$ cat config.mk
export PLATFORM = sky130hd
export DESIGN_NAME = first_fit_block_allocator_core
export DESIGN_NICKNAME = d
export VERILOG_FILES = /design/src/design/ffba_pkg.sv /design/src/design/ffba_ram.sv /design/src/design/ffba_alu.sv /design/src/design/ffba_seq.sv /design/src/design/first_fit_block_allocator_core.sv
export SDC_FILE = /design/constraint.sdc
export NUM_CORES = 1
export LEC_CHECK = 0
export ABC_AREA = 0
export BUFFER_PORTS_ARGS = -buffer_cell sky130_fd_sc_hd__buf_4
export CORE_AREA = 4 4 193 195
export DETAILED_ROUTE_END_ITERATION = 10
export DIE_AREA = 0 0 197 199
export PLACE_DENSITY = 0.7
export SETUP_SLACK_MARGIN = 0.05
export SYNTH_ARGS = -nofsm -noshare
export SYNTH_HDL_FRONTEND = slang
export SYNTH_SLANG_ARGS = --single-unit
$ cat constraint.sdc
create_clock -name clk_i -period 5.45 [get_ports clk_i]
set_input_delay 0.2725 -clock clk_i [delete_from_list [all_inputs] [get_ports clk_i]]
set_output_delay 0.2725 -clock clk_i [all_outputs]
set_load 0.005 [all_outputs]
$ cat src/design/ffba_pkg.sv
`default_nettype none
// ----------------------------------------------------------------------------
// First-fit block allocator package
// Shared constants, opcodes and interface types of the allocator.
// ----------------------------------------------------------------------------
package ffba_pkg;

  localparam int unsigned NUM_BLOCKS = 16;
  localparam int unsigned ADDR_W     = (NUM_BLOCKS > 1) ? $clog2(NUM_BLOCKS) : 1;
  localparam int unsigned CNT_W      = $clog2(NUM_BLOCKS + 1);
  localparam int unsigned DATA_W     = 16;
  localparam int unsigned BLK_W      = 4;
  localparam int unsigned OP_W       = 2;
  localparam int unsigned CFG_W      = 5;

  localparam logic [CFG_W-1:0] BLOCK_COUNT_RST = CFG_W'(16);

  localparam logic [OP_W-1:0] OP_LOAD  = 2'd0;
  localparam logic [OP_W-1:0] OP_ALLOC = 2'd1;
  localparam logic [OP_W-1:0] OP_READ  = 2'd2;

  typedef struct packed {
    logic              we;
    logic [ADDR_W-1:0] waddr;
    logic [DATA_W-1:0] wdata;
    logic              re;
    logic [ADDR_W-1:0] raddr;
  } ffba_ram_req_t;

  typedef struct packed {
    logic [DATA_W-1:0] a;
    logic [DATA_W-1:0] b;
  } ffba_alu_req_t;

  typedef struct packed {
    logic              ge;
    logic [DATA_W-1:0] diff;
  } ffba_alu_res_t;

endpackage
`default_nettype wire

$ cat src/design/ffba_ram.sv
`default_nettype none
// ----------------------------------------------------------------------------
// Generic RAM
// One write port and one read port with registered read data.
// ----------------------------------------------------------------------------
module ffba_ram #(
  parameter int unsigned WIDTH = 16,
  parameter int unsigned DEPTH = 16,
  localparam int unsigned AddrW = (DEPTH > 1) ? $clog2(DEPTH) : 1
) (
  input  wire logic                       clk_i,
  input  wire logic                       we_i,
  input  wire logic [AddrW-1:0]           waddr_i,
  input  wire logic [WIDTH-1:0]           wdata_i,
  input  wire logic                       re_i,
  input  wire logic [AddrW-1:0]           raddr_i,
  output      logic [WIDTH-1:0]           rdata_o
);

  logic [WIDTH-1:0] mem_q [DEPTH];

  always_ff @(posedge clk_i) begin
    if (we_i) begin
      mem_q[waddr_i] <= wdata_i;
    end
    if (re_i) begin
      rdata_o <= mem_q[raddr_i];
    end
  end

endmodule
`default_nettype wire

$ cat src/design/ffba_alu.sv
`default_nettype none
// ----------------------------------------------------------------------------
// Allocator compare and subtract unit
// Compares a table entry with the request and forms the remaining size.
// ----------------------------------------------------------------------------
module ffba_alu
  import ffba_pkg::*;
(
  input  wire ffba_alu_req_t req_i,
  output      ffba_alu_res_t res_o
);

  logic [DATA_W:0] diff_ext;

  assign diff_ext    = {1'b0, req_i.a} - {1'b0, req_i.b};
  assign res_o.ge    = ~diff_ext[DATA_W];
  assign res_o.diff  = diff_ext[DATA_W-1:0];

endmodule
`default_nettype wire

$ cat src/design/ffba_seq.sv
`default_nettype none
// ----------------------------------------------------------------------------
// Allocator sequencer
// Runs load, read and first-fit scan over the free-size table and holds
// the result register.
// ----------------------------------------------------------------------------
module ffba_seq
  import ffba_pkg::*;
(
  input  wire logic                clk_i,
  input  wire logic                rst_ni,
  input  wire logic                in_valid_i,
  output      logic                in_stall_o,
  input  wire logic [OP_W-1:0]     opcode_i,
  input  wire logic [BLK_W-1:0]    block_index_i,
  input  wire logic [DATA_W-1:0]   size_value_i,
  input  wire logic [CFG_W-1:0]    block_count_i,
  output      ffba_ram_req_t       ram_req_o,
  input  wire logic [DATA_W-1:0]   ram_rdata_i,
  output      ffba_alu_req_t       alu_req_o,
  input  wire ffba_alu_res_t       alu_res_i,
  output      logic                out_valid_o,
  input  wire logic                out_stall_i,
  output      logic                found_o,
  output      logic [BLK_W-1:0]    chosen_block_o,
  output      logic [DATA_W-1:0]   free_left_o
);

  localparam logic [1:0] ST_IDLE = 2'd0;
  localparam logic [1:0] ST_READ = 2'd1;
  localparam logic [1:0] ST_SCAN = 2'd2;
  localparam logic [1:0] ST_DONE = 2'd3;

  logic [1:0]            state_q, state_d;
  logic [NUM_BLOCKS-1:0] valid_q, valid_d;
  logic [DATA_W-1:0]     size_q, size_d;
  logic [ADDR_W-1:0]     addr_q, addr_d;
  logic [CNT_W-1:0]      cnt_q, cnt_d;
  logic [CNT_W-1:0]      lim_q, lim_d;
  logic                  res_found_q, res_found_d;
  logic [BLK_W-1:0]      res_blk_q, res_blk_d;
  logic [DATA_W-1:0]     res_left_q, res_left_d;
  logic                  out_valid_q, out_valid_d;
  logic                  out_found_q;
  logic [BLK_W-1:0]      out_blk_q;
  logic [DATA_W-1:0]     out_left_q;
  logic                  out_load;
  logic [ADDR_W-1:0]     ent_addr;
  logic [DATA_W-1:0]     ent_data;
  logic [ADDR_W-1:0]     in_addr;
  logic                  in_range;
  logic [CNT_W-1:0]      in_lim;
  logic [CNT_W-1:0]      cnt_nxt;

  assign in_addr  = ADDR_W'(block_index_i);
  assign in_range = (32'(block_index_i) < NUM_BLOCKS);
  assign in_lim   = (32'(block_count_i) > NUM_BLOCKS) ? CNT_W'(NUM_BLOCKS)
                                                      : CNT_W'(block_count_i);
  assign cnt_nxt  = cnt_q + CNT_W'(1);

  assign ent_addr = (state_q == ST_SCAN) ? cnt_q[ADDR_W-1:0] : addr_q;
  assign ent_data = valid_q[ent_addr] ? ram_rdata_i : '0;

  assign alu_req_o.a = ent_data;
  assign alu_req_o.b = size_q;

  assign in_stall_o = (state_q != ST_IDLE);
  assign out_load   = (state_q == ST_DONE) && (!out_valid_q || !out_stall_i);

  always_comb begin
    state_d     = state_q;
    valid_d     = valid_q;
    size_d      = size_q;
    addr_d      = addr_q;
    cnt_d       = cnt_q;
    lim_d       = lim_q;
    res_found_d = res_found_q;
    res_blk_d   = res_blk_q;
    res_left_d  = res_left_q;
    ram_req_o   = '0;
    case (state_q)
      ST_IDLE: begin
        if (in_valid_i) begin
          size_d      = size_value_i;
          addr_d      = in_addr;
          res_found_d = 1'b0;
          res_blk_d   = '0;
          res_left_d  = '0;
          state_d     = ST_DONE;
          case (opcode_i)
            OP_LOAD: begin
              res_blk_d = block_index_i;
              if (in_range) begin
                ram_req_o.we    = 1'b1;
                ram_req_o.waddr = in_addr;
                ram_req_o.wdata = size_value_i;
                valid_d[in_addr] = 1'b1;
                res_found_d = 1'b1;
                res_left_d  = size_value_i;
              end
            end
            OP_READ: begin
              res_blk_d = block_index_i;
              if (in_range) begin
                ram_req_o.re    = 1'b1;
                ram_req_o.raddr = in_addr;
                state_d         = ST_READ;
              end
            end
            OP_ALLOC: begin
              if (in_lim != '0) begin
                ram_req_o.re    = 1'b1;
                ram_req_o.raddr = '0;
                cnt_d           = '0;
                lim_d           = in_lim;
                state_d         = ST_SCAN;
              end
            end
            default: begin
              state_d = ST_DONE;
            end
          endcase
        end
      end
      ST_READ: begin
        res_found_d = 1'b1;
        res_left_d  = ent_data;
        state_d     = ST_DONE;
      end
      ST_SCAN: begin
        if (cnt_nxt < lim_q) begin
          ram_req_o.re    = 1'b1;
          ram_req_o.raddr = cnt_nxt[ADDR_W-1:0];
        end
        if (alu_res_i.ge) begin
          ram_req_o.we    = 1'b1;
          ram_req_o.waddr = cnt_q[ADDR_W-1:0];
          ram_req_o.wdata = alu_res_i.diff;
          valid_d[cnt_q[ADDR_W-1:0]] = 1'b1;
          res_found_d = 1'b1;
          res_blk_d   = BLK_W'(cnt_q);
          res_left_d  = alu_res_i.diff;
          state_d     = ST_DONE;
        end else if (cnt_nxt == lim_q) begin
          state_d = ST_DONE;
        end else begin
          cnt_d = cnt_nxt;
        end
      end
      ST_DONE: begin
        if (out_load) begin
          state_d = ST_IDLE;
        end
      end
      default: begin
        state_d = ST_IDLE;
      end
    endcase
  end

  always_comb begin
    out_valid_d = out_valid_q;
    if (out_load) begin
      out_valid_d = 1'b1;
    end else if (out_valid_q && !out_stall_i) begin
      out_valid_d = 1'b0;
    end
  end

  always_ff @(posedge clk_i or negedge rst_ni) begin
    if (!rst_ni) begin
      state_q     <= ST_IDLE;
      valid_q     <= '0;
      out_valid_q <= 1'b0;
    end else begin
      state_q     <= state_d;
      valid_q     <= valid_d;
      out_valid_q <= out_valid_d;
    end
  end

  always_ff @(posedge clk_i) begin
    size_q      <= size_d;
    addr_q      <= addr_d;
    cnt_q       <= cnt_d;
    lim_q       <= lim_d;
    res_found_q <= res_found_d;
    res_blk_q   <= res_blk_d;
    res_left_q  <= res_left_d;
    if (out_load) begin
      out_found_q <= res_found_q;
      out_blk_q   <= res_blk_q;
      out_left_q  <= res_left_q;
    end
  end

  assign out_valid_o    = out_valid_q;
  assign found_o        = out_found_q;
  assign chosen_block_o = out_blk_q;
  assign free_left_o    = out_left_q;

endmodule
`default_nettype wire

$ cat src/design/first_fit_block_allocator_core.sv
`default_nettype none
// ----------------------------------------------------------------------------
// First-fit block allocator core
// Keeps a free-size table of memory blocks; loads, reads and first-fit
// allocations are served one item at a time.
// ----------------------------------------------------------------------------
// A load result passes the result register and then the output register, a
// read passes the registered RAM read data, the result register and the
// output register, and an allocation scans up to min(block_count, 16) table
// entries in turn: the scan reads one table entry per cycle from the table
// RAM and passes it through one shared compare-and-subtract unit. The next
// item is taken once the previous result has entered the output register.
// Table entries read as zero until written after reset, so no clearing pass
// is needed.
module first_fit_block_allocator_core
  import ffba_pkg::*;
(
  input  wire logic                clk_i,
  input  wire logic                rst_ni,
  input  wire logic                cfg_valid_i,
  output      logic                cfg_ready_o,
  input  wire logic [CFG_W-1:0]    cfg_data_i,
  input  wire logic                in_valid_i,
  output      logic                in_stall_o,
  input  wire logic [OP_W-1:0]     opcode_i,
  input  wire logic [BLK_W-1:0]    block_index_i,
  input  wire logic [DATA_W-1:0]   size_value_i,
  output      logic                out_valid_o,
  input  wire logic                out_stall_i,
  output      logic                found_o,
  output      logic [BLK_W-1:0]    chosen_block_o,
  output      logic [DATA_W-1:0]   free_left_o
);

  logic [CFG_W-1:0]  block_count_q;
  ffba_ram_req_t     ram_req;
  logic [DATA_W-1:0] ram_rdata;
  ffba_alu_req_t     alu_req;
  ffba_alu_res_t     alu_res;

  assign cfg_ready_o = 1'b1;

  always_ff @(posedge clk_i or negedge rst_ni) begin
    if (!rst_ni) begin
      block_count_q <= BLOCK_COUNT_RST;
    end else if (cfg_valid_i && cfg_ready_o) begin
      block_count_q <= cfg_data_i;
    end
  end

  ffba_ram #(
    .WIDTH (DATA_W),
    .DEPTH (NUM_BLOCKS)
  ) u_ram (
    .clk_i   (clk_i),
    .we_i    (ram_req.we),
    .waddr_i (ram_req.waddr),
    .wdata_i (ram_req.wdata),
    .re_i    (ram_req.re),
    .raddr_i (ram_req.raddr),
    .rdata_o (ram_rdata)
  );

  ffba_alu u_alu (
    .req_i (alu_req),
    .res_o (alu_res)
  );

  ffba_seq u_seq (
    .clk_i          (clk_i),
    .rst_ni         (rst_ni),
    .in_valid_i     (in_valid_i),
    .in_stall_o     (in_stall_o),
    .opcode_i       (opcode_i),
    .block_index_i  (block_index_i),
    .size_value_i   (size_value_i),
    .block_count_i  (block_count_q),
    .ram_req_o      (ram_req),
    .ram_rdata_i    (ram_rdata),
    .alu_req_o      (alu_req),
    .alu_res_i      (alu_res),
    .out_valid_o    (out_valid_o),
    .out_stall_i    (out_stall_i),
    .found_o        (found_o),
    .chosen_block_o (chosen_block_o),
    .free_left_o    (free_left_o)
  );

endmodule
`default_nettype wire

-- Word-level counts from Yosys, hierarchy flattened
Memory sizes are Yosys's and may differ from the RTL's. A register that Yosys moved wholly into a read port is not among the register bits.
Index checks and enable logic that the tools add are counted.
- memory bits (writable): 256
- memories: 1
- output and inout port bits: 24
- flip-flop bits (word level): 96
- logic and storage cells: 112
- muxes and demuxes: 49
- bitwise logic cells: 2
- reductions and logical operators: 22
- equal/unequal tests: 15
- add/subtract/negate cells: 2
- order comparisons: 7
- memory list (name ; words ; bits a word ; rd ports ; clocked after Yosys merged registers in ; write ports ; line ; source):
    u_ram.mem_q ; 16 ; 16 ; 1 ; 1 ; 1 ; ffba_ram.sv:20 ; logic [WIDTH-1:0] mem_q [DEPTH];
- operators by type and width (cell ; number):
    $mux 16 ; 7
    $pmux 26 s2 ; 1
    $pmux 16 s3 ; 1
    $mux 21 ; 2
    $mux 5 ; 8
    $or 16x16->16 ; 2
    $pmux 16 s2 ; 1
    $mux 26 ; 1
    $pmux 5 s2 ; 2
    $sub 16x16->17 ; 1
    $mux 4 ; 4
    $lt 4x5->1 const B ; 3
    $mux 1 ; 11
    $ne 2x2->1 const B ; 5
    $reduce_and 3->1 ; 3
    $demux 1 s4 ; 2
    $ge 4x1->1 const B ; 2
    $mux 2 ; 4
    $pmux 2 s4 ; 1
    $pmux 4 s2 ; 1
    $reduce_and 4->1 ; 2
    $eq 2x2->1 const B ; 3
    $ne 2x1->1 const B ; 3
    $reduce_and 6->1 ; 1
    18 further kinds ; 26

-- Depth between registers and ports, before layout
Gate-level depths: netlist of the first run.
- depth after elaboration: 10
- gate-level depth with buffers: 21
- gate-level depth less buffers: 17

-- By module
A second synthesis of the first run with hierarchy kept.
- cells, all modules: 985
- area, all modules: 16019.1 µm²
- modules (own cells, without submodules) (module ; area each (µm²) ; times used ; seq. area each (µm²) ; cells an instance):
    ffba_ram ; 10202.3 ; 1 ; 8167.8 ; 432
    ffba_seq ; 4699.5 ; 1 ; 2637.5 ; 405
    ffba_alu ; 923.4 ; 1 ; 0.0 ; 136
    first_fit_block_allocator_core ; 193.9 ; 1 ; 126.4 ; 12

-- Worst setup path before layout of the first run
No wires, ideal clock.
- path type: register to register
- start: reg u_seq.state_q[0]
- end: reg u_seq.res_found_q, enable pin
- clock period less this slack: 5367 ps
- arrival: 4955 ps
- data required time: 5038 ps
- slack: 83 ps
- cell stages (with the launch flop): 19
- setup time: 412 ps
- cells stage by stage: dfrtp_1 > inv_1 > ha_1 > buf_6 > mux2i_2 > mux4_1 > mux2i_1 > mux2i_1 > clkbuf_1 > and2_1 > ha_1 > and4_1 > o21ai_0 > a21oi_1 > nor2_1 > o31a_1 > buf_2 > and2_1 > nor3_1
- cells in the longest elaborated chain, start to end: 8
- elaborated cells on any way between the ends: 12
- those cells by class: add/sub (1); eq/ne (4); mux (4); reduce/logical (3)
- RTL lines (item ; line ; source):
    start: declaration ; ffba_seq.sv:34 ; logic [1:0] state_q, state_d;
    start signal: assignment ; ffba_seq.sv:176 ; state_q <= state_d;
    $eq 2x2->1 ; ffba_seq.sv:61, ffba_seq.sv:81 ;
    $mux 4 ; ffba_seq.sv:61 ; assign ent_addr = (state_q == ST_SCAN) ? cnt_q[ADDR_W-1:0] : addr_q;
    $bmux 1 s4 ; ffba_seq.sv:62 ; assign ent_data = valid_q[ent_addr] ? ram_rdata_i : '0;
    $mux 1 (implied by the code) ; ffba_seq.sv:62 ;
    $mux 16 ; ffba_seq.sv:62 ;
    $sub 16x16->17 ; ffba_alu.sv:15 ; assign diff_ext = {1'b0, req_i.a} - {1'b0, req_i.b};
    $ne 2x2->1 (no source line) ; -- ;
    $reduce_and 3->1 (no source line) * ; -- ;
    end signal: assignment ; ffba_seq.sv:187 ; res_found_q <= res_found_d;
    end: declaration ; ffba_seq.sv:40 ; logic res_found_q, res_found_d;
Every way passes the cells marked *; elsewhere a longest branch is shown, timed or not. The select of a mux whose other input is x is not followed.
A chain may end at the register's enable or synchronous reset.

==> results.py, run 1 <==
metrics = {
    "outcome": {
        "status": "finished, final reports clean",
    },
    "setup_path": {
        "reg2regPathDepth": 18,
        "crit_fanout": 17,
        "start_kind": "flip-flop",
        "criticalPathCategory": "flip-flop to flip-flop",
        "crit_cells": 18,
        "slowest_stage": "mux4_1",
        "crit_chain": "inv_1, ha_1, mux2i_4, mux4_1, mux2i_1, mux2i_2, buf_12, and2_1, ha_1, nor2b_1, o31ai_1, a21oi_1, a311oi_1, a21oi_1, a221oi_1, xor2_1, o21ai_1, buf_4",
        "worst-endpoint-arrival_ns": 5.28,
        "critPathBufInv": 3,
        "max_stage_delay_ns": 0.59,
        "critPathCaptureType": "flip-flop",
        "required_ns": 5.69,
        "critical_path.top_delay_family": "compound AO/OA/AOI/OAI gates",
    },
    "logic_synthesis": {
        "ys.flop_type": "edfxtp_1",
        "synth_area_leaders": "edfxtp_1 (65%), mux4_2 (9.4%), dfrtp_1 (3.6%), ha_1 (2.8%), nand2_1 (2.1%)",
        "ys_ff_latch": 368,
        "synth.largest_area_cell": "edfxtp_1",
        "syn_nets": 1043,
        "syn_area_per_cell_sq_um": 16.3,
        "synth_top_area_share_pct": 65.2,
        "synth-edff-count": 344,
        "yosysSeqAreaShare_pct": 69.0,
        "synth_common_cells": "edfxtp_1 (344), nand2_1 (90), mux4_2 (66)",
        "synth_cell_types": 64,
        "yosysMostFrequentCell": "edfxtp_1",
        "ys_warn_count": 0,
        "synth_area_sq_um": 15900,
        "postSynth.asyncResetShare_pct": 6.52,
        "synthCells": 975,
    },
    "route": {
        "vias": 9268,
        "ant_nets": 0,
        "post-route-drc-count": 0,
        "firstDrtPassIters": 5,
        "drtIter0Drc": 1141,
        "post_drt_wl_per_cell_um": 23.0,
        "via_per_inst": 5.81,
        "drt_wl_total_mm": 36.7,
    },
    "clock_tree": {
        "clk_latency_ns": 0.51,
        "clk_pin_slew_ns": 0.06,
        "cts_tree": "done",
        "cts.sinks": 368,
        "cts_buffer_depth": 3,
        "h-tree-depth": 2,
        "numCtsBuffers": 37,
        "cts-root-buf": "clkbuf_16",
    },
    "global_route": {
        "globalRoute.totalOverflow": 0,
        "globalRouteTotalUtil_pct": 18.8,
        "grt_pass1_vias": 9158,
        "grt_pass1_wl_mm": 56.3,
        "antenna_found_initial": 0,
        "grt_max_degree": 65,
    },
    "min_path": {
        "whs_path_depth": 2,
        "hold_path_class": "input pin to flip-flop",
    },
    "power_and_ir_drop": {
        "p_leak_nw": 6.42,
        "peakVddDrop_v": 0.000399,
        "power_density_nw_per_um2": 532,
    },
    "cells_and_area": {
        "nNetsFinal": 1176,
        "layoutNonFillerInstCount": 1595,
        "diodes": 0,
        "syn2layout_area_growth_pct": 16.9,
        "final_area_sq_um": 18500,
        "drive_gt1_share_pct": 22.8,
        "nFillCells": 2816,
        "final_util_pct": 52.4,
    },
    "sta": {
        "fin_hold_ws_ns": 0.0484,
        "tns_ns": 0,
        "worstMarginPinSlew_ns": 1.09,
        "post-route-period-util_pct": 92.5,
        "fmax_mhz": 198,
        "hold_viol": 0,
        "rsz0062_at_grt": "no",
        "finalSetupViolCount": 0,
        "max_slew_margin_pct": 27.0,
        "period_needed_ns": 5.04,
        "finClkSkew_ns": 0.0108,
        "finalMaxSlewViolations": 0,
    },
    "place": {
        "dpl.cell_count": 1506,
        "gp_congestion": 0.905,
        "placed_area_sq_um": 17100,
        "io_buffers": 54,
        "place_hpwl_mm": 24.0,
    },
    "floorplanning": {
        "die_x_um": 197,
        "rows": 69,
        "core_sq_um": 35400,
        "initial_utilization_pct": 44.8,
        "die_area_sq_um": 39200,
        "die_y_um": 199,
        "pin_count": 56,
    },
    "job": {
        "cap_viol_max_count": 0,
    },
}
[layout by cell type, fill, tap and decap left out, types with 22 or more instances in the layout]
| master | Yosys | routed |
|---|---|---|
| edfxtp_1 | 344 | 344 |
| buf_4 | 5 | 113 |
| nand2_1 | 90 | 90 |
| mux4_2 | 66 | 66 |
| clkbuf_16 | 0 | 37 |
| inv_1 | 35 | 35 |
| ha_1 | 35 | 35 |
| nor2_1 | 33 | 32 |
| nand3_1 | 29 | 29 |
| nand2b_1 | 25 | 25 |
| o21ai_0 | 24 | 24 |
| dfrtp_1 | 23 | 23 |
| dlygate4sd3_1 | 0 | 23 |
| and2_1 | 22 | 22 |
[timing repair]
action,in CTS,in global routing
endpoints found under the hold margin,46,0
endpoints found under the setup margin,16,321
hold buffers,23,0
setup buffers,0,1
pin swaps,0,1
gates resized for setup,1,11
[state kept, by name (all words and copies together), names as in the netlist]
register and cells:
u_seq.found_o 1, block_count_q 5, u_seq.free_left_o 16, u_seq.chosen_block_o 4, u_seq.lim_q 5, u_seq.size_q 16, u_seq.res_left_q 16, u_seq.state_q 2
u_seq.addr_q 4, u_ram.rdata_o 16, u_seq.res_found_q 1, u_seq.out_valid_o 1, u_seq.valid_q 16, u_seq.res_blk_q 4, u_ram.mem_q 256, u_seq.cnt_q 5
[worst paths after layout]
kind	slack (ns)	endpoint	start
max reg2reg	0.41	u_ram.mem_q[8][15]$_DFFE_PP_	u_seq.state_q[0]$_DFFE_PN0P_
max	0.41	u_ram.mem_q[8][15]$_DFFE_PP_	u_seq.state_q[0]$_DFFE_PN0P_
min reg2reg	0.42	u_seq.free_left_o[15]$_DFFE_PP_	u_seq.res_left_q[15]$_DFFE_PP_
min	0.05	block_count_q[1]$_DFFE_PN0P_	cfg_valid_i
min in group asynchronous	0.23	block_count_q[1]$_DFFE_PN0P_	rst_ni
max in group asynchronous	4.93	block_count_q[4]$_DFFE_PN1P_	rst_ni
[routing by layer]
layer  GRT usage [%]  vias to the layer above  routed length (um)
li1                -                     4088                   -
met1            27.0                     4687               15300
met2            30.3                      420               17500
met3            2.93                       73                2910
met4            5.11                        0                1030
met5               0                        -                   0
[area by class of cell]
cell class	count	area, sq um	share of cell area, %
sequential	368	10900	59.0
tap	461	577	3.11
clock inverter	16	139	0.749
timing repair buffer	142	1170	6.33
inverter	36	135	0.729
clock buffer	49	981	5.29
multi-input combinational	523	4600	24.8
[worst register-to-register path: stages (launching register included)]
cell	delay, ns
dfrtp_1	0.37
inv_1	0.07
ha_1	0.23
mux2i_4	0.34
mux4_1	0.59
mux2i_1	0.18
mux2i_2	0.13
buf_12	0.17
and2_1	0.17
ha_1	0.26
nor2b_1	0.15
o31ai_1	0.42
a21oi_1	0.20
a311oi_1	0.39
a21oi_1	0.18
a221oi_1	0.35
xor2_1	0.24
o21ai_1	0.09
buf_4	0.22
[report_power, final]
part | internal, mW | switching, mW
logic | 1.41 | 2.09
registers | 3.84 | 0.143
clock network | 1.37 | 1.01
[stage by stage]
stage	total power [mW]	worst slack (ns)
after floorplan	6.25	0.0828
after global placement	7.37	-0.0346
after detailed placement	7.45	-0.150
after CTS	9.86	0.188
after global routing	10.4	0.0421
final	9.85	0.409
[cells by family (layout without fill, tap and decap cells)]
logic type	Yosys count	count (layout)	synth area share (%)
flip-flops	368	368	69.0
AND/OR/NAND/NOR	230	230	6.95
XOR/XNOR	16	16	0.884
multiplexers	81	81	10.6
AO/OA/AOI/OAI	159	159	7.22
buffers and inverters	84	243	2.46
adder cells (fa/ha/maj)	36	36	2.89
other	1	1	0.0237
No activity file was read; power rests on OpenSTA's default activity.
==> run 2: changes to the inputs <==
PLACE_DENSITY = default   (was 0.7)
==> results.py, run 2 (same netlist as run 1, synthesis figures left out) <==
metrics = {
    "setup_path": {
        "start_kind": "flip-flop",
        "worst-endpoint-arrival_ns": 5.28,
        "max_stage_delay_ns": 0.58,
        "reg2regPathDepth": 18,
        "crit_chain": "inv_1, ha_1, mux2i_4, mux4_1, mux2i_1, mux2i_4, buf_4, and2_1, ha_1, and4_1, o21ai_0, a21oi_1, nor2_2, o31a_1, nand2b_1, a211o_1, nor2_2, buf_4",
        "r2r-end": "u_ram.mem_q[2][3]$_DFFE_PP_",
        "criticalPathCategory": "flip-flop to flip-flop",
        "crit_path_end": "u_ram.mem_q[2][3]$_DFFE_PP_",
        "required_ns": 5.66,
        "reg2reg_from": "u_seq.state_q[0]$_DFFE_PN0P_",
        "crit_start": "u_seq.state_q[0]$_DFFE_PN0P_",
        "critPathCaptureType": "flip-flop",
        "critPathBufInv": 3,
        "slowest_stage": "mux4_1",
        "crit_cells": 18,
        "crit_fanout": 16,
        "critical_path.top_delay_family": "multiplexers",
        "reg2reg_slack_ns": 0.38,
    },
    "sta": {
        "rsz0062_at_grt": "no",
        "tns_ns": 0,
        "post-route-period-util_pct": 93.1,
        "fmax_mhz": 197,
        "period_needed_ns": 5.07,
        "hold_viol": 0,
        "worstMarginPinSlew_ns": 1.12,
        "fin_hold_ws_ns": 0.0611,
        "finClkSkew_ns": 0.0292,
        "finalMaxSlewViolations": 0,
        "max_slew_margin_pct": 24.7,
        "finalSetupViolCount": 0,
    },
    "floorplanning": {
        "die_area_sq_um": 39200,
        "die_x_um": 197,
        "core_sq_um": 35400,
        "rows": 69,
        "die_y_um": 199,
        "pin_count": 56,
        "initial_utilization_pct": 44.8,
    },
    "place": {
        "io_buffers": 54,
        "place_hpwl_mm": 23.2,
        "gp_congestion": 0.850,
        "dpl.cell_count": 1503,
    },
    "power_and_ir_drop": {
        "power_frac_comb_pct": 34.7,
        "p_leak_nw": 6.46,
        "peakVddDrop_v": 0.000359,
        "total_power_mw": 9.91,
        "p_clk_share_pct": 25.4,
        "seqPwrFrac_pct": 39.9,
        "netSwitchingPower_mw": 3.20,
        "power.share.switching_pct": 32.3,
        "power_density_nw_per_um2": 529,
        "internal-power_mw": 6.70,
    },
    "clock_tree": {
        "cts_tree": "done",
        "h-tree-depth": 2,
        "cts-root-buf": "clkbuf_16",
        "numCtsBuffers": 38,
        "clk_pin_slew_ns": 0.06,
        "cts_buffer_depth": 3,
        "clk_latency_ns": 0.53,
        "cts.sinks": 368,
    },
    "cells_and_area": {
        "diodes": 0,
        "nNetsFinal": 1174,
        "largest_reg_flops": 256,
        "layout_commonest_cell": "edfxtp_1",
        "drive_gt1_share_pct": 24.3,
        "layout_common_cells": "edfxtp_1 (344), buf_4 (102), nand2_1 (90)",
        "layoutNonFillerInstCount": 1596,
        "final_util_pct": 52.9,
        "nFillCells": 2852,
        "top_register": "u_ram.mem_q",
        "syn2layout_area_growth_pct": 18.2,
    },
    "global_route": {
        "grt_pass1_wl_mm": 54.0,
        "globalRoute.totalOverflow": 0,
        "antenna_found_initial": 0,
        "globalRouteTotalUtil_pct": 17.9,
        "grt_max_degree": 33,
        "grt_pass1_vias": 9036,
    },
    "route": {
        "ant_nets": 0,
        "drtIter0Drc": 794,
        "vias": 8972,
        "post-route-drc-count": 0,
        "via_per_inst": 5.62,
        "drt_wl_total_mm": 34.8,
        "post_drt_wl_per_cell_um": 21.8,
        "firstDrtPassIters": 7,
    },
    "job": {
        "cap_viol_max_count": 0,
    },
    "outcome": {
        "status": "finished, final reports clean",
    },
    "min_path": {
        "hold_path_class": "input pin to flip-flop",
    },
}
[run 2: per-stage QoR]
stage	setup slack, ns	cell area, sq um
after floorplan	0.0828	15900
after global placement	0.0559	17200
after detailed placement	-0.0188	17200
after CTS	0.0554	18700
after global routing	0.0462	18700
final	0.376	18700
[run 2: power by group through the flow]
stage | clock, mW | combinational, mW | sequential, mW
final | 2.51 | 3.44 | 3.96
after global routing | 2.69 | 3.76 | 3.99
after CTS | 2.56 | 3.42 | 3.96
after detailed placement | 0 | 3.39 | 4.02
after global placement | 0 | 3.36 | 4.01
after floorplan | 0 | 2.26 | 4.00
[run 2: how the worst min path moves through the flow]
| stage | startpoint | to | cells past startpoint |
|---|---|---|---|
| floorplan | rst_ni | block_count_q[0]$_DFFE_PN0P_ | 0 |
| global placement | rst_ni | block_count_q[1]$_DFFE_PN0P_ | 1 |
| detailed placement | rst_ni | block_count_q[1]$_DFFE_PN0P_ | 1 |
| CTS | block_index_i[0] | u_seq.addr_q[0]$_DFFE_PP_ | 1 |
| global route | block_index_i[0] | u_seq.addr_q[0]$_DFFE_PP_ | 1 |
| finish | block_index_i[0] | u_seq.addr_q[0]$_DFFE_PP_ | 1 |
[run 2: layout make-up]
type	count	area, sq um	share of cell area, %
multi-input combinational	523	4660	24.9
clock buffer	45	998	5.33
clock inverter	24	215	1.15
sequential	368	10900	58.3
inverter	36	135	0.721
tap	461	577	3.08
timing repair buffer	139	1220	6.53
[run 2: worst register-to-register path, delay by kind of cell (launching register included)]
kind,cells,cell delay [ns]
AO/OA/AOI/OAI,4,1.01
adder cells (fa/ha/maj),2,0.60
AND/OR/NAND/NOR,5,0.89
multiplexers,4,1.32
buffers and inverters,3,0.56
flip-flops,1,0.38
[run 2: routing by layer]
metal  global-route usage, %  up-vias  wire, um
met5                       0        -         0
met4                    4.47        0       645
met3                    2.68       43      1760
met2                    28.7      254     16300
met1                    26.1     4587     16100
li1                        -     4088         -
[run 2: timing repair]
item | in CTS | in global routing
setup endpoints to repair | 270 | 305
hold buffers | 23 | 0
resized for setup | 3 | 16
hold endpoints to repair | 46 | 0
pin swaps | 0 | 1
setup buffers | 0 | 1
==> run 3: changes to the inputs <==
ABC_CLOCK_PERIOD_IN_PS = 5450   (was default)
MAX_ROUTING_LAYER = met4   (was default)
==> results.py, run 3 (same netlist as run 1, synthesis figures left out) <==
metrics = {
    "outcome": {
        "status": "finished, final reports clean",
    },
    "sta": {
        "fin_hold_ws_ns": 0.0605,
        "hold_viol": 0,
        "period_needed_ns": 5.10,
        "fmax_mhz": 196,
        "finalSetupViolCount": 0,
        "rsz0062_at_grt": "yes",
        "worstMarginPinSlew_ns": 1.11,
        "post-route-period-util_pct": 93.5,
        "finalMaxSlewViolations": 0,
        "setup_slack_ns": 0.352,
        "max_slew_margin_pct": 25.7,
        "finClkSkew_ns": 0.0272,
    },
    "route": {
        "firstDrtPassIters": 5,
        "drtIter0Drc": 771,
        "vias": 8919,
        "ant_nets": 0,
        "post-route-drc-count": 0,
        "drt_wl_total_mm": 34.8,
        "post_drt_wl_per_cell_um": 21.8,
        "via_per_inst": 5.59,
    },
    "place": {
        "dpl.cell_count": 1503,
        "place_ws_ns": -0.0188,
        "gp_congestion": 0.863,
        "io_buffers": 54,
        "placed_area_sq_um": 17200,
        "place_hpwl_mm": 23.2,
    },
    "cells_and_area": {
        "multi_input_area_sq_um": 4660,
        "ff_latch_area_sq_um": 10900,
        "final_area_sq_um": 18700,
        "syn2layout_area_growth_pct": 18.2,
        "layout_common_cells": "edfxtp_1 (344), buf_4 (101), nand2_1 (90)",
        "drive_gt1_share_pct": 24.3,
        "top_register": "u_ram.mem_q",
        "final_util_pct": 52.9,
        "diodes": 0,
        "nFillCells": 2852,
        "layout_commonest_cell": "edfxtp_1",
        "nNetsFinal": 1173,
        "layoutNonFillerInstCount": 1595,
        "largest_reg_flops": 256,
    },
    "setup_path": {
        "crit_fanout": 20,
        "worst-endpoint-arrival_ns": 5.30,
        "critPathCaptureType": "flip-flop",
        "required_ns": 5.65,
        "start_kind": "flip-flop",
        "criticalPathCategory": "flip-flop to flip-flop",
    },
    "global_route": {
        "grt_max_degree": 33,
        "antenna_found_initial": 0,
        "globalRoute.totalOverflow": 0,
        "grt_pass1_wl_mm": 54.0,
        "grt_pass1_vias": 9037,
        "globalRouteTotalUtil_pct": 18.5,
    },
    "min_path": {
        "hold_path_class": "input pin to flip-flop",
    },
    "power_and_ir_drop": {
        "power_density_nw_per_um2": 529,
        "p_leak_nw": 6.46,
        "peakVddDrop_v": 0.000358,
    },
    "floorplanning": {
        "rows": 69,
        "core_sq_um": 35400,
        "die_area_sq_um": 39200,
        "die_y_um": 199,
        "pin_count": 56,
        "initial_utilization_pct": 44.8,
        "die_x_um": 197,
    },
    "clock_tree": {
        "cts.sinks": 368,
        "clk_pin_slew_ns": 0.06,
        "cts_buffer_depth": 3,
        "clk_latency_ns": 0.53,
        "h-tree-depth": 2,
        "cts_tree": "done",
        "numCtsBuffers": 38,
        "cts_setup_buffers": 0,
        "cts-root-buf": "clkbuf_16",
    },
    "job": {
        "cap_viol_max_count": 0,
    },
}
## run 3: changes by cell type in the layout (fill, tap and decap cells not counted), sizes merged
cell and delta:
buf -1
## run 3: cell type report
class | count | area share [%]
Sequential cell | 368 | 58.4
Timing Repair Buffer | 138 | 6.49
Clock buffer | 45 | 5.33
Inverter | 36 | 0.721
Multi-Input combinational cell | 523 | 24.9
Tap cell | 461 | 3.08
Clock inverter | 24 | 1.15
## run 3: worst paths after layout
kind / start / end / slack, ns / depth (start not counted)
setup / recovery: u_seq.state_q[0]$_DFFE_PN0P_ / u_ram.mem_q[8][3]$_DFFE_PP_ / 0.35 / 19
hold / removal: block_index_i[0] / u_seq.addr_q[0]$_DFFE_PP_ / 0.06 / 1
setup reg to reg: u_seq.state_q[0]$_DFFE_PN0P_ / u_ram.mem_q[8][3]$_DFFE_PP_ / 0.35 / 19
hold reg to reg: u_seq.res_left_q[13]$_DFFE_PP_ / u_seq.free_left_o[13]$_DFFE_PP_ / 0.42 / 0
max in group asynchronous: rst_ni / block_count_q[4]$_DFFE_PN1P_ / 4.92 / 2
min in group asynchronous: rst_ni / u_seq.valid_q[9]$_DFFE_PN0P_ / 0.22 / 2
## run 3: stage by stage
| step | power, mW | TNS (ns) |
|---|---|---|
| final | 9.90 | 0 |
| after global routing | 10.4 | 0 |
| after CTS | 9.95 | 0 |
| after detailed placement | 7.40 | -0.907 |
| after global placement | 7.37 | 0 |
| after floorplan | 6.25 | 0 |
## run 3: worst max-delay path, stage by stage, from the launching register on
cell      delay, ns
dfrtp_1        0.38
inv_1          0.08
ha_1           0.24
mux2i_4        0.33
mux4_1         0.58
mux2i_1        0.24
mux2i_4        0.16
and2_1         0.20
ha_1           0.28
buf_4          0.15
nor2b_1        0.16
o31ai_4        0.28
a21oi_1        0.12
nor2_2         0.21
o31a_1         0.24
buf_6          0.21
o21ai_0        0.13
nand3b_1       0.35
nor2_2         0.15
buf_4          0.26
## run 3: power by group
part           switching [mW]  internal (mW)
logic                    2.03           1.41
registers               0.123           3.84
clock network            1.05           1.46
total                    3.20           6.70
## run 3: what timing repair did
item / CTS / global route
endpoints found under the hold margin: 46 / 0
pin swaps: 0 / 1
resized for setup: 3 / 16
hold buffers: 23 / 0
setup endpoints to repair: 270 / 305
## run 3: routing by layer
layer | routed length, um | part of all wire, % | GRT usage, %
met3 | 1820 | 5.2 | 2.68
met1 | 16000 | 46 | 26.2
met5 | 0 | 0 | -
met2 | 16300 | 47 | 28.6
met4 | 631 | 1.8 | 4.47
